### src/hdl/i128alu_pkg.sv
// shared types and opcode constants for the 128-bit wrapping alu
// no dependencies
package i128alu_pkg;

    typedef enum logic [3:0] {
        OP_ADD    = 4'd0,
        OP_SUB    = 4'd1,
        OP_MUL    = 4'd2,
        OP_NEG    = 4'd3,
        OP_AND    = 4'd4,
        OP_OR     = 4'd5,
        OP_XOR    = 4'd6,
        OP_NOT    = 4'd7,
        OP_SHL    = 4'd8,
        OP_SHR    = 4'd9,
        OP_DIV    = 4'd10,
        OP_REM    = 4'd11,
        OP_POW    = 4'd12,
        OP_ASUINT = 4'd13,
        OP_ASINT  = 4'd14,
        OP_RSVD   = 4'd15
    } op_t;

    localparam int W = 128;

    // one multiply request to the shared 128x128 wrapping multiplier
    typedef struct packed {
        logic         start;
        logic [W-1:0] x;
        logic [W-1:0] y;
    } mul_req_t;

    typedef struct packed {
        logic         done;
        logic [W-1:0] p;
    } mul_rsp_t;

endpackage

### src/hdl/i128alu_mul.sv
// wrapping 128x128 multiplier built from one shared 32x32 multiplier
// iterates over the ten partial products that land below bit 128; uses i128alu_pkg
module i128alu_mul (
    input  logic                  aclk,
    input  logic                  aresetn,
    input  i128alu_pkg::mul_req_t req,
    output i128alu_pkg::mul_rsp_t rsp
);
    import i128alu_pkg::*;

    typedef enum logic [1:0] {S_IDLE, S_MUL, S_ACC, S_DONE} state_t;

    state_t        state_reg;
    logic [W-1:0]  x_reg, y_reg, acc_reg;
    logic [1:0]    i_reg, j_reg;
    logic [63:0]   prod_reg;
    logic [1:0]    pi_reg, pj_reg;
    logic [31:0]   xs, ys;
    logic [2:0]    pos;
    logic [W-1:0]  term;

    always_comb begin
        xs   = x_reg[32*i_reg +: 32];
        ys   = y_reg[32*j_reg +: 32];
        pos  = {1'b0, pi_reg} + {1'b0, pj_reg};
        term = {64'd0, prod_reg} << (32 * pos);
    end

    always_ff @(posedge aclk) begin
        if (!aresetn) begin
            state_reg <= S_IDLE;
        end else begin
            unique case (state_reg)
                S_IDLE: begin
                    if (req.start) begin
                        x_reg     <= req.x;
                        y_reg     <= req.y;
                        acc_reg   <= '0;
                        i_reg     <= 2'd0;
                        j_reg     <= 2'd0;
                        state_reg <= S_MUL;
                    end
                end
                S_MUL: begin
                    prod_reg  <= 64'(xs) * 64'(ys);
                    pi_reg    <= i_reg;
                    pj_reg    <= j_reg;
                    state_reg <= S_ACC;
                end
                S_ACC: begin
                    acc_reg <= acc_reg + term;
                    // walk pairs with i + j <= 3
                    if ({1'b0, i_reg} + {1'b0, j_reg} >= 3'd3) begin
                        if (i_reg == 2'd3) begin
                            state_reg <= S_DONE;
                        end else begin
                            i_reg     <= i_reg + 2'd1;
                            j_reg     <= 2'd0;
                            state_reg <= S_MUL;
                        end
                    end else begin
                        j_reg     <= j_reg + 2'd1;
                        state_reg <= S_MUL;
                    end
                end
                S_DONE: begin
                    state_reg <= S_IDLE;
                end
                default: state_reg <= S_IDLE;
            endcase
        end
    end

    assign rsp.done = (state_reg == S_DONE);
    assign rsp.p    = acc_reg;

endmodule

### config.mk
export PLATFORM = sky130hd
export DESIGN_NAME = i128alu_mul
export DESIGN_NICKNAME = d
export VERILOG_FILES = /design/src/hdl/i128alu_pkg.sv /design/src/hdl/i128alu_mul.sv
export SDC_FILE = /design/constraint.sdc
export NUM_CORES = 2
export LEC_CHECK = 0
export BUFFER_PORTS_ARGS = -buffer_cell sky130_fd_sc_hd__buf_2
export CAP_MARGIN = 20
export CELL_PAD_IN_SITES_DETAIL_PLACEMENT = 0
export CELL_PAD_IN_SITES_GLOBAL_PLACEMENT = 2
export CORE_MARGIN = 4
export CORE_UTILIZATION = 37
export CTS_BUF_LIST = sky130_fd_sc_hd__clkbuf_2 sky130_fd_sc_hd__clkbuf_4 sky130_fd_sc_hd__clkbuf_8
export DETAILED_ROUTE_END_ITERATION = 8
export PLACE_DENSITY_LB_ADDON = 0.1
export SLEW_MARGIN = 10
export SYNTH_ARGS = -nofsm -noshare
export SYNTH_HDL_FRONTEND = slang
export SYNTH_SLANG_ARGS = --single-unit
export TNS_END_PERCENT = 50
### constraint.sdc
create_clock -name aclk -period 29.1 [get_ports aclk]
set_input_delay 2.91 -clock aclk [delete_from_list [all_inputs] [get_ports aclk]]
set_output_delay 2.91 -clock aclk [all_outputs]
set_load 0.05 [all_outputs]
==> results.md <==
- Outcome: finished clean
- Insertion delay to the later sink of the worst-skew pair: 860 ps
- Final hold violations: 0
- Pre-CTS setup slack: 19110 ps
- Crit Path Class: reg2reg
- Sink Count: 458
- HPWL after detailed placement: 184 mm
- Vias per inst: 5.36
- Hold Crit Depth: 0
- Area delta synth->final: 10.4%
- Routability Congestion: 0.968
- Synth Area per Inst: 9.44 um^2
- Share of cells above drive strength 1: 12.0%
- Period utilization: 34.0%
- Synthesized instance count: 6274
- First-pass GRT wire length: 340 mm
- Critical Path End Type: flip-flop
- DRC: 0
- Die Y: 408 um
- Hold buffers post-CTS: 0
- Hold WC Path Type: reg2reg
- Maximum clock path buffer count: 3
- Final ANT Viol Nets: 0
- Post-synth net total: 7825
- Top-level port count: 388
- Routed wire per std cell: 26.8 um
- Final clock skew: 78.5 ps
- Horiz. Die Dim: 408 um
- Register area share after synthesis: 23.2%
- CP peak stage delay: 690 ps
- Via Count: 46489
- Top cells by area, synth: fa_1 30%, edfxtp_1 23%, ha_1 8.3%
- Post-synth EDFFs: 456
- Slew headroom: 14.0%
- DR pass1 iterations: 5
- Mapped cell area: 59200 um^2
- Final slew viol count: 0
- Fin nets: 8074
- Total CTS buffers: 87
- Crit Path Max Fanout: 44
- Startpoint Class: flip-flop
- Yosys warns: 0
- Clock Pin Slew Worst Setup and Hold Paths: 60 ps
- DIE AREA: 166000 um^2
- Largest net degree at the start of global routing: 75
- Post-layout util: 41.2%
- Yosys top cell by area: fa_1
- Seq cells post-synth: 458
- H-tree Lvls: 3
- GR Overflow Total: 0
- Max Clock Freq: 0.101 GHz
- DP Cell Count: 8505
- Final Critical Period: 9890 ps
- Ys async rst share: 0%
- Setup TNS: 0 ps
- Resize count post-CTS: 0
- Vias in the first global route: 50010
- CP arrival: 10450 ps
- Synth cell types: 89
- Total track usage: 27.8%
- RSZ-0062 raised after global routing: false
- Slowest cell on crit path: o21ai_4
- Initial Utilization: 37.3%
- Finish-stage setup viols: 0
- Number of max-cap violations: 0
- Prevailing post-synth register cell: edfxtp_1
- Worst Path Required: 29660 ps
- Worst reg-to-reg path cell count: 28
- # rows: 146
- Routed WL: 232 mm
- Fin cells: 8666
- PortBufs: 387
- Core area: 159000 um^2
- Post-synth top area share: 30.4%
- Root Buffer: clkbuf_8
- CTS tree: done
- Worst slew pin tran: 1280 ps
- Initial antenna violation count: 4
- Setup WS post-layout: 19210 ps
- DR iter-0 viols: 3119
- Setup bufs post-CTS: 0
- Most frequent CP cell: fa_1
stage by stage:
stage,hold WS [ps],area (um^2)
finish,523,65400
global placement,509,63500
global route,549,65400
floorplan,452,59200
CTS,512,65300
detailed placement,529,63500
worst paths after layout:
| path | startpoint | to | slack [ps] |
|---|---|---|---|
| worst max-delay path | i_reg[1] | prod_reg[50] | 19210 |
| worst min-delay path | j_reg[0] | pj_reg[0] | 520 |
| worst max register to register | i_reg[1] | prod_reg[50] | 19210 |
| worst min register to register | j_reg[0] | pj_reg[0] | 520 |
layout by cell type, fill, tap and decap left out, types with 19 or more instances in the layout:
master | Yosys | layout
nor3_1 | 75 | 75
nand3_1 | 37 | 37
a31oi_1 | 23 | 23
nand4_1 | 95 | 95
edfxtp_1 | 456 | 456
mux2i_1 | 100 | 100
nand2b_1 | 36 | 35
o21ai_0 | 171 | 150
buf_2 | 8 | 387
o21ai_2 | 3 | 34
ha_1 | 393 | 392
a211oi_1 | 19 | 19
buf_4 | 0 | 106
inv_1 | 940 | 940
and3_1 | 23 | 23
fa_1 | 899 | 899
nand2_1 | 620 | 619
nor2_1 | 930 | 930
xor2_1 | 50 | 50
clkbuf_4 | 0 | 25
o21bai_1 | 62 | 62
a21o_1 | 113 | 113
o21ai_1 | 43 | 23
clkbuf_8 | 0 | 91
and2_1 | 59 | 59
a21oi_1 | 284 | 284
mux2_2 | 61 | 61
xnor2_1 | 92 | 92
o21a_1 | 107 | 106
cells in the mapped netlist (17+ instances only):
cell / number
clkbuf_1: 308
o21ai_0: 171
nand3_1: 37
xor2_1: 50
ha_1: 393
inv_1: 940
o21bai_1: 62
o21a_1: 107
xnor2_1: 92
o21ai_1: 43
edfxtp_1: 456
nor2_1: 930
a22o_1: 17
nand4_1: 95
mux2i_1: 100
mux2_2: 61
nor3_1: 75
and3_1: 23
nand2b_1: 36
and2_1: 59
nand2_1: 620
a21oi_1: 284
fa_1: 899
a31oi_1: 23
a211oi_1: 19
a21o_1: 113
worst max-delay path, delay by kind of cell (launching register included):
kind | cells | cell delay, ps
AOI/OAI and AO/OA | 7 | 2250
adders and majority gates | 9 | 4360
buffers and inverters | 6 | 1200
DFF | 1 | 330
muxes | 1 | 440
and+or+nand+nor | 5 | 990
kinds of logic after synthesis:
group           Yosys count  synth area share [%]
flops                   458                  23.2
compound gates          987                  10.8
mux                     165                  3.00
xor+xnor                142                  2.10
fa+ha+maj              1292                  38.7
simple gates           1957                  14.1
buf+inv                1273                  8.09
layer usage:
layer	vias to the layer above	wire (um)	global-route usage (%)
li1	20895	-	-
met1	23781	95200	35.0
met2	1441	114000	48.2
met3	372	11800	4.00
met4	0	11000	11.3
met5	-	0	0
area by class of cell:
| cell class | instances | area, um^2 |
|---|---|---|
| clock buffer | 116 | 1440 |
| fill | 15864 | 93400 |
| antenna | 4 | 10.0 |
| clock inverter | 40 | 368 |
| timing repair buffer | 493 | 2730 |
| sequential | 458 | 13700 |
| multi-input combinational | 4543 | 41000 |
| tap | 2072 | 2590 |
| inverter | 940 | 3530 |
Power is not shown: default switching activity piles up to over one toggle a cycle in this logic, so the estimate is an artifact.
